File: config.mk
export PLATFORM = sky130hd
export DESIGN_NAME = byte_recurrence_checksum_unit
export DESIGN_NICKNAME = d
export VERILOG_FILES = /design/src/rtl/brc_pkg.sv /design/src/rtl/brc_term.sv /design/src/rtl/byte_recurrence_checksum_unit.sv
export SDC_FILE = /design/constraint.sdc
export NUM_CORES = 1
export LEC_CHECK = 0
export BUFFER_PORTS_ARGS = -buffer_cell sky130_fd_sc_hd__buf_2
export CORE_MARGIN = 1
export CORE_UTILIZATION = 35
export CTS_BUF_LIST = sky130_fd_sc_hd__clkbuf_4 sky130_fd_sc_hd__clkbuf_8 sky130_fd_sc_hd__clkbuf_16
export CTS_CLUSTER_SIZE = 28
export DETAILED_ROUTE_END_ITERATION = 6
export PLACE_DENSITY = 0.62
export SLEW_MARGIN = 20
export SYNTH_ARGS = -nofsm -noshare
export SYNTH_HDL_FRONTEND = slang
export SYNTH_SLANG_ARGS = --single-unit
File: constraint.sdc
create_clock -name i_clk -period 17.3 [get_ports i_clk]
set_input_delay 0.865 -clock i_clk [delete_from_list [all_inputs] [get_ports i_clk]]
set_output_delay 0.865 -clock i_clk [all_outputs]
set_load 0.02 [all_outputs]
File: src/rtl/brc_pkg.sv
// ----------------------------------------------------------------------------
// brc_pkg
// Shared widths, constants and the recurrence state type for the byte
// recurrence checksum.
// ----------------------------------------------------------------------------
package brc_pkg;

    localparam int BYTE_W = 8;
    localparam int TERM_W = 16;
    localparam int POS_W  = 8;

    // modulus of the recurrence, 2^16 - 1
    localparam logic [TERM_W-1:0] CK_MOD       = 16'hFFFF;
    // offset added to the first byte of a message
    localparam logic [TERM_W-1:0] FIRST_OFFSET = 16'd7;
    // position weights, both taken modulo 256
    localparam logic [POS_W-1:0]  ALPHA_MUL    = 8'd17;
    localparam logic [POS_W-1:0]  BETA_MUL     = 8'd31;
    // reset value of both terms
    localparam logic [TERM_W-1:0] TERM_INIT    = 16'd1;

    // recurrence state carried from byte to byte
    typedef struct packed {
        logic [TERM_W-1:0] prev_term;
        logic [TERM_W-1:0] curr_term;
        logic [POS_W-1:0]  byte_pos;
    } t_term_state;

endpackage

File: src/rtl/brc_term.sv
// ----------------------------------------------------------------------------
// brc_term
// Next term of the second-order recurrence for one later byte of a message,
// reduced modulo 65535 with the wrapped-difference rule for negative results.
// ----------------------------------------------------------------------------
module brc_term (
    input  brc_pkg::t_term_state             i_state,
    input  logic [brc_pkg::BYTE_W-1:0]       i_data_byte,
    output logic [brc_pkg::TERM_W-1:0]       o_next_term
);
    import brc_pkg::*;

    localparam int SUM_W  = BYTE_W + 1;
    localparam int PROD_W = SUM_W + TERM_W;

    logic [POS_W-1:0]  alpha;
    logic [POS_W-1:0]  beta;
    logic [SUM_W-1:0]  weight_a;
    logic [PROD_W-1:0] prod_a;
    logic [PROD_W-1:0] prod_c;
    logic              a_ge_c;
    logic [PROD_W-1:0] diff;
    logic [TERM_W:0]   fold;
    logic [TERM_W-1:0] red;

    // position weights modulo 256
    assign alpha = POS_W'(i_state.byte_pos * ALPHA_MUL);
    assign beta  = POS_W'(i_state.byte_pos * BETA_MUL);

    // the two products
    assign weight_a = SUM_W'(i_data_byte) + SUM_W'(alpha);
    assign prod_a   = PROD_W'(weight_a) * PROD_W'(i_state.curr_term);
    assign prod_c   = PROD_W'(beta) * PROD_W'(i_state.prev_term);

    // magnitude of the difference
    assign a_ge_c = (prod_a >= prod_c);
    assign diff   = a_ge_c ? (prod_a - prod_c) : (prod_c - prod_a);

    // fold high half onto low half, since 2^16 is 1 modulo 65535
    assign fold = (TERM_W+1)'(diff[PROD_W-1:TERM_W]) + (TERM_W+1)'(diff[TERM_W-1:0]);
    assign red  = (fold >= (TERM_W+1)'(CK_MOD)) ? TERM_W'(fold - (TERM_W+1)'(CK_MOD))
                                                : TERM_W'(fold);

    // negative difference gives (1 - r) modulo 65535
    always_comb begin
        if (a_ge_c) begin
            o_next_term = red;
        end else if (red == '0) begin
            o_next_term = TERM_INIT;
        end else if (red == TERM_INIT) begin
            o_next_term = '0;
        end else begin
            o_next_term = TERM_W'(~red + TERM_W'(1));
        end
    end

endmodule

File: src/rtl/byte_recurrence_checksum_unit.sv
// ----------------------------------------------------------------------------
// byte_recurrence_checksum_unit
// Result: o_m_tvalid rises once the byte marked last has gone through the input
//   register and then the result register.
// Throughput: one byte per cycle; the recurrence state closes its loop through
//   one pass of the term unit (two small multipliers and a modulo fold). A last
//   byte waits in the input register only while an earlier result is held.
// Reset: synchronous, active low; clears both registers' valid flags and puts
//   the recurrence back to the start of a message.
// ----------------------------------------------------------------------------
module byte_recurrence_checksum_unit (
    input  logic                         i_clk,
    input  logic                         i_rst_n,
    // slave side
    input  logic                         i_s_tvalid,
    output logic                         o_s_tready,
    input  logic [brc_pkg::BYTE_W-1:0]   i_s_tdata,   // [7:0] data_byte
    input  logic                         i_s_tlast,   // last_byte
    // master side
    output logic                         o_m_tvalid,
    input  logic                         i_m_tready,
    output logic [brc_pkg::TERM_W-1:0]   o_m_tdata    // [15:0] checksum
);
    import brc_pkg::*;

    logic              r_in_valid;
    logic [BYTE_W-1:0] r_in_byte;
    logic              r_in_last;

    t_term_state       r_state;
    t_term_state       n_state;
    logic              r_first;

    logic              r_out_valid;
    logic [TERM_W-1:0] r_checksum;

    logic              s_accept;
    logic              fire;
    logic [TERM_W-1:0] next_term;

    // a byte moves on unless it is a last byte blocked by a held result
    assign fire       = r_in_valid & (~r_in_last | ~r_out_valid | i_m_tready);
    assign o_s_tready = ~r_in_valid | fire;
    assign s_accept   = i_s_tvalid & o_s_tready;

    // input register
    always_ff @(posedge i_clk) begin
        if (!i_rst_n) begin
            r_in_valid <= 1'b0;
        end else if (o_s_tready) begin
            r_in_valid <= i_s_tvalid;
        end
        if (s_accept) begin
            r_in_byte <= i_s_tdata;
            r_in_last <= i_s_tlast;
        end
    end

    // term unit
    brc_term u_term (
        .i_state     (r_state),
        .i_data_byte (r_in_byte),
        .o_next_term (next_term)
    );

    // next recurrence state
    always_comb begin
        if (r_first) begin
            n_state.prev_term = TERM_INIT;
            n_state.curr_term = TERM_W'(r_in_byte) + FIRST_OFFSET;
            n_state.byte_pos  = POS_W'(1);
        end else begin
            n_state.prev_term = r_state.curr_term;
            n_state.curr_term = next_term;
            n_state.byte_pos  = r_state.byte_pos + POS_W'(1);
        end
        if (r_in_last) begin
            n_state.byte_pos = '0;
        end
    end

    // recurrence state
    always_ff @(posedge i_clk) begin
        if (!i_rst_n) begin
            r_state.prev_term <= TERM_INIT;
            r_state.curr_term <= TERM_INIT;
            r_state.byte_pos  <= '0;
            r_first           <= 1'b1;
        end else if (fire) begin
            r_state <= n_state;
            r_first <= r_in_last;
        end
    end

    // result register
    always_ff @(posedge i_clk) begin
        if (!i_rst_n) begin
            r_out_valid <= 1'b0;
        end else if (fire && r_in_last) begin
            r_out_valid <= 1'b1;
        end else if (i_m_tready) begin
            r_out_valid <= 1'b0;
        end
        if (fire && r_in_last) begin
            r_checksum <= n_state.curr_term;
        end
    end

    assign o_m_tvalid = r_out_valid;
    assign o_m_tdata  = r_checksum;

endmodule

**After elaboration in Yosys (flattened, before gate mapping)**

Index checks and enable logic that the tools add are counted.

- Input bits: 13
- Flip-flop bits (word level): 68
- Word-level logic and storage cells: 45
- Output and inout port bits: 18

- Equality and inequality tests: 1
- Reduce and logical (&&, ||, !) cells: 3
- Add/subtract/negate cells: 8
- Bitwise operators: 9
- Muxes and demuxes: 9
- $mul: 4
- Magnitude comparators: 2

Operator list:

| operator | count |
|---|---|
| $mux 16 | 4 |
| $mux 40 | 1 |
| $ge 25x24->1 | 1 |
| $mul 9x16->25 | 1 |
| $mux 25 | 1 |
| $sub 24x25->25 | 1 |
| $sub 25x24->25 | 1 |
| $mul 8x16->24 | 1 |
| $add 9x16->17 | 1 |
| $ge 17x16->1 const B | 1 |
| $add 16x1->16 const B | 1 |
| $eq 16x1->1 const B | 1 |
| $logic_not 16->1 | 1 |
| $mul 8x5->8 const B | 2 |
| $not 16->16 | 1 |
| $sub 16x16->16 const B | 1 |
| $add 8x3->9 const B | 1 |
| $add 8x8->9 | 1 |
| $add 8x1->8 const B | 1 |
| $mux 8 | 1 |
| $not 1->1 | 3 |
| $or 1x1->1 | 3 |
| $and 1x1->1 | 2 |
| $mux 1 | 2 |
| 2 further kinds | 2 |

**Longest topological paths before layout**

- Word-level depth: 15
- Mapped depth: 72
- Depth with buffers taken out: 68

**Cells and area by module**

Synthesis repeated with hierarchy kept, for this count alone.

- Cell total of the unflattened synthesis: 1,976
- Area total of the unflattened synthesis: 16,256.8 um2

By module, submodules not included:

| module | cells an instance | area an instance (um2) | instances | sequential area each (um2) |
|---|---|---|---|---|
| brc_term | 1,703 | 13,455.4 | 1 | 0.0 |
| byte_recurrence_checksum_unit | 273 | 2,801.4 | 1 | 1,611.5 |

**Worst setup path after synthesis**

OpenSTA, ideal clock, no wires.

- Path type: register -> register
- Start point: register r_state[2] (netlist name)
- End point: register r_state[8] (netlist name)
- Clock period less this slack: 14.698 ns
- Cell stages (with the launch flop): 70
- Arrival: 14.584 ns
- Setup time: 0.114 ns
- Path buffers: 4
- Path slack: 2.602 ns
- Data required time: 17.186 ns
- Cells stage by stage: dfxtp_1 -> inv_1 -> fa_1 -> inv_1 -> fa_1 -> inv_1 -> fa_1 -> inv_1 -> ha_1 -> a21oi_1 -> xnor2_1 -> clkbuf_1 -> and2_1 -> fa_1 -> inv_1 -> fa_1 -> inv_1 -> fa_1 -> (+34 left out) -> xnor2_1 -> ha_1 -> or3_1 -> nor3_1 -> a21oi_1 -> o21a_1 -> o21a_1 -> a2111oi_0 -> a211oi_1 -> a221o_1 -> o2bb2a_4 -> or4_4 -> a2111oi_0 -> and4_2 -> nand3_1 -> mux2i_1 -> o41a_1 -> a21o_1

RTL lines:

| what | line | source |
|---|---|---|
| start, declared | byte_recurrence_checksum_unit.sv:30 | `t_term_state r_state;` |
| start signal, assigned | byte_recurrence_checksum_unit.sv:90 | `r_state <= n_state;` |

==> impl_metrics.tcl <==
set metrics [dict create \
    status "finished with violations" \
    violations "design-rule violations" \
    firstDrtPassIters 7 \
    cp_slowest_stage_delay_ns 0.62 \
    final_common_cell "inv_1" \
    chipWidth_um 214 \
    place_hpwl_mm 35.2 \
    drc_errors 3 \
    io_buffers 30 \
    wl_per_cell_um 17.5 \
    dpl_worst_slack_ns 1.16 \
    ys.flop_type "dfxtp_1" \
    synth_cells 1900 \
    cpMaxStageDelayCell "nor2_2" \
    die_area_sq_um 45700 \
    clock-sinks 68 \
    worstSetupStartpointType "flip-flop" \
    clk_pin_slew_ns 0.06 \
    hold_violations 0 \
    initial_core_util_pct 35.5 \
    htreeDepth 3 \
    grt_pass1_wl_mm 69.7 \
    diodes 0 \
    layout_setup_ws_ns 1.01 \
    core_sq_um 44200 \
    cp-startpoint "r_state[2]" \
    fp.dieH_um 214 \
    synth_edf_count 25 \
    cts_buffers 9 \
    fin_setup_tns_ns 0 \
    final_cell_mix "inv_1 (306), fa_1 (197), nand2_1 (181)" \
    critPathKind "reg2reg" \
    endpoint_kind "flip-flop" \
    grt_antenna_before_repair 0 \
    insertion_delay_ns 0.35 \
    drive_gt1_share_pct 5.41 \
    min_from "r_state[7]" \
    critPathTopFamily "compound AO/OA/AOI/OAI gates" \
    grt_max_degree 41 \
    slew_violations 0 \
    io_pins 31 \
    cts_hold_buf 0 \
    final.fill_count 4454 \
    crit_arrival_ns 16.54 \
    synth_nets 2280 \
    worst-path-max-fanout 16 \
    setup_violations 0 \
    ys_seq_elements 68 \
    clockRootBuffer "clkbuf_16" \
    cap_violations 0 \
    fin_skew_ns 0.0110 \
    r2r-start "r_state[2]" \
    synth_warnings 0 \
    num_vias 12932 \
    grt-ovfl-total 0 \
    yosysUniqueCellTypes 87 \
    gr-usage-all-layers_pct 19.6 \
    rsz0062_at_grt "false" \
    syn_area_sq_um 15700 \
    post_cts_buffers 0 \
    rows 77 \
    drtIter0Drc 970 \
    grt_pass1_vias 12846 \
    fmax_mhz 61.4 \
    synth.avg_cell_area_sq_um 8.27 \
    routabilityCongestion 0.906 \
    cts.path.max_buffers 2 \
    relSlewSlack_pct 43.3 \
    post_drt_via_cell_ratio 5.22 \
    worst_pin_slew_ns 0.851 \
    cp_num_buf_inv 11 \
    hp-class "reg2reg" \
    timing.final.crit_share_pct 94.2 \
    cts-resized-gates 0 \
    async_flop_share_pct 0 \
    min_period_ns 16.29 \
    critPathMostFrequentCell "inv_1" \
    crit_required_ns 17.55 \
    drt_wl_total_mm 43.5 \
    ant_nets 0 \
    nNetsFinal 2261 \
    syn_to_final_growth_pct 6.73 \
    cts_tree "yes" \
    ys_seq_area_share_pct 10.3 \
]
-- Yosys cell counts, types with 41 or more instances --
| library cell | count | area share (%) |
|---|---|---|
| xnor2_1 | 91 | 5.1 |
| ha_1 | 170 | 14 |
| and2_1 | 123 | 4.9 |
| clkbuf_1 | 70 | 1.7 |
| nor2b_1 | 52 | 2.1 |
| dfxtp_1 | 43 | 5.5 |
| fa_1 | 197 | 25 |
| nor2_1 | 82 | 2.0 |
| o21ai_0 | 71 | 2.3 |
| a21oi_1 | 119 | 3.8 |
| nand2_1 | 181 | 4.3 |
| xor2_1 | 41 | 2.3 |
| inv_1 | 306 | 7.3 |
-- stage by stage --
stage / area [sq um] / cells / utilization (%) / hold WS [ns]
floorplan: 15700 / 1900 / - / 0.494
global placement: 16400 / 2462 / 37.1 / 0.532
detailed placement: 16400 / 2462 / 37.1 / 0.573
CTS: 16800 / 2478 / 37.9 / 0.582
global route: 16800 / 2478 / 37.9 / 0.617
finish: 16800 / 2478 / 37.9 / 0.574
-- metal layers --
layer | wire length, um | GRT usage, % | vias to the layer above
met3 | 2130 | 2.64 | 69
met1 | 19800 | 26.7 | 6393
met4 | 1510 | 6.75 | 0
li1 | - | - | 6102
met2 | 20100 | 31.8 | 368
met5 | 0 | 0 | -
-- cell families after synthesis --
kind of cell | synth area share, %
flip-flops | 10.3
buffers and inverters | 9.39
adder cells (fa/ha/maj) | 38.7
AO/OA/AOI/OAI | 14.3
multiplexers | 0.908
AND/OR/NAND/NOR | 19.1
XOR/XNOR | 7.36
-- area by class of cell --
cell class	count	area (sq um)	area share, %
clock buffers	10	239	1.43
clock inverters	6	111	0.664
inverters	306	1150	6.85
multi-input cells	1448	12600	75.3
flip-flops and latches	68	1610	9.61
well taps	592	741	4.42
repair buffers	48	285	1.70
-- sequential cells by signal (all words and copies together) (netlist names) --
register / flops
r_in_byte: 8
r_first: 1
r_state: 40
o_m_tdata: 16
o_m_tvalid: 1
r_in_last: 1
r_in_valid: 1
-- worst register-to-register path: cells and delay by family (launching register included) --
family / cells / cell delay [ns]
xor+xnor: 3 / 0.46
buf+inv: 11 / 0.82
fa+ha+maj: 11 / 4.71
mux: 1 / 0.27
compound gates: 31 / 6.47
simple gates: 10 / 2.93
flops: 1 / 0.53
-- final timing paths --
path | slack [ns] | to | cells after the start
min | 0.57 | r_state[7] | 2
min reg2reg | 0.57 | r_state[7] | 2
max reg2reg | 1.01 | r_state[10] | 67
max | 1.01 | r_state[10] | 67
Power is not shown: default switching activity piles up to over one toggle a cycle in this logic, so the estimate is an artifact.
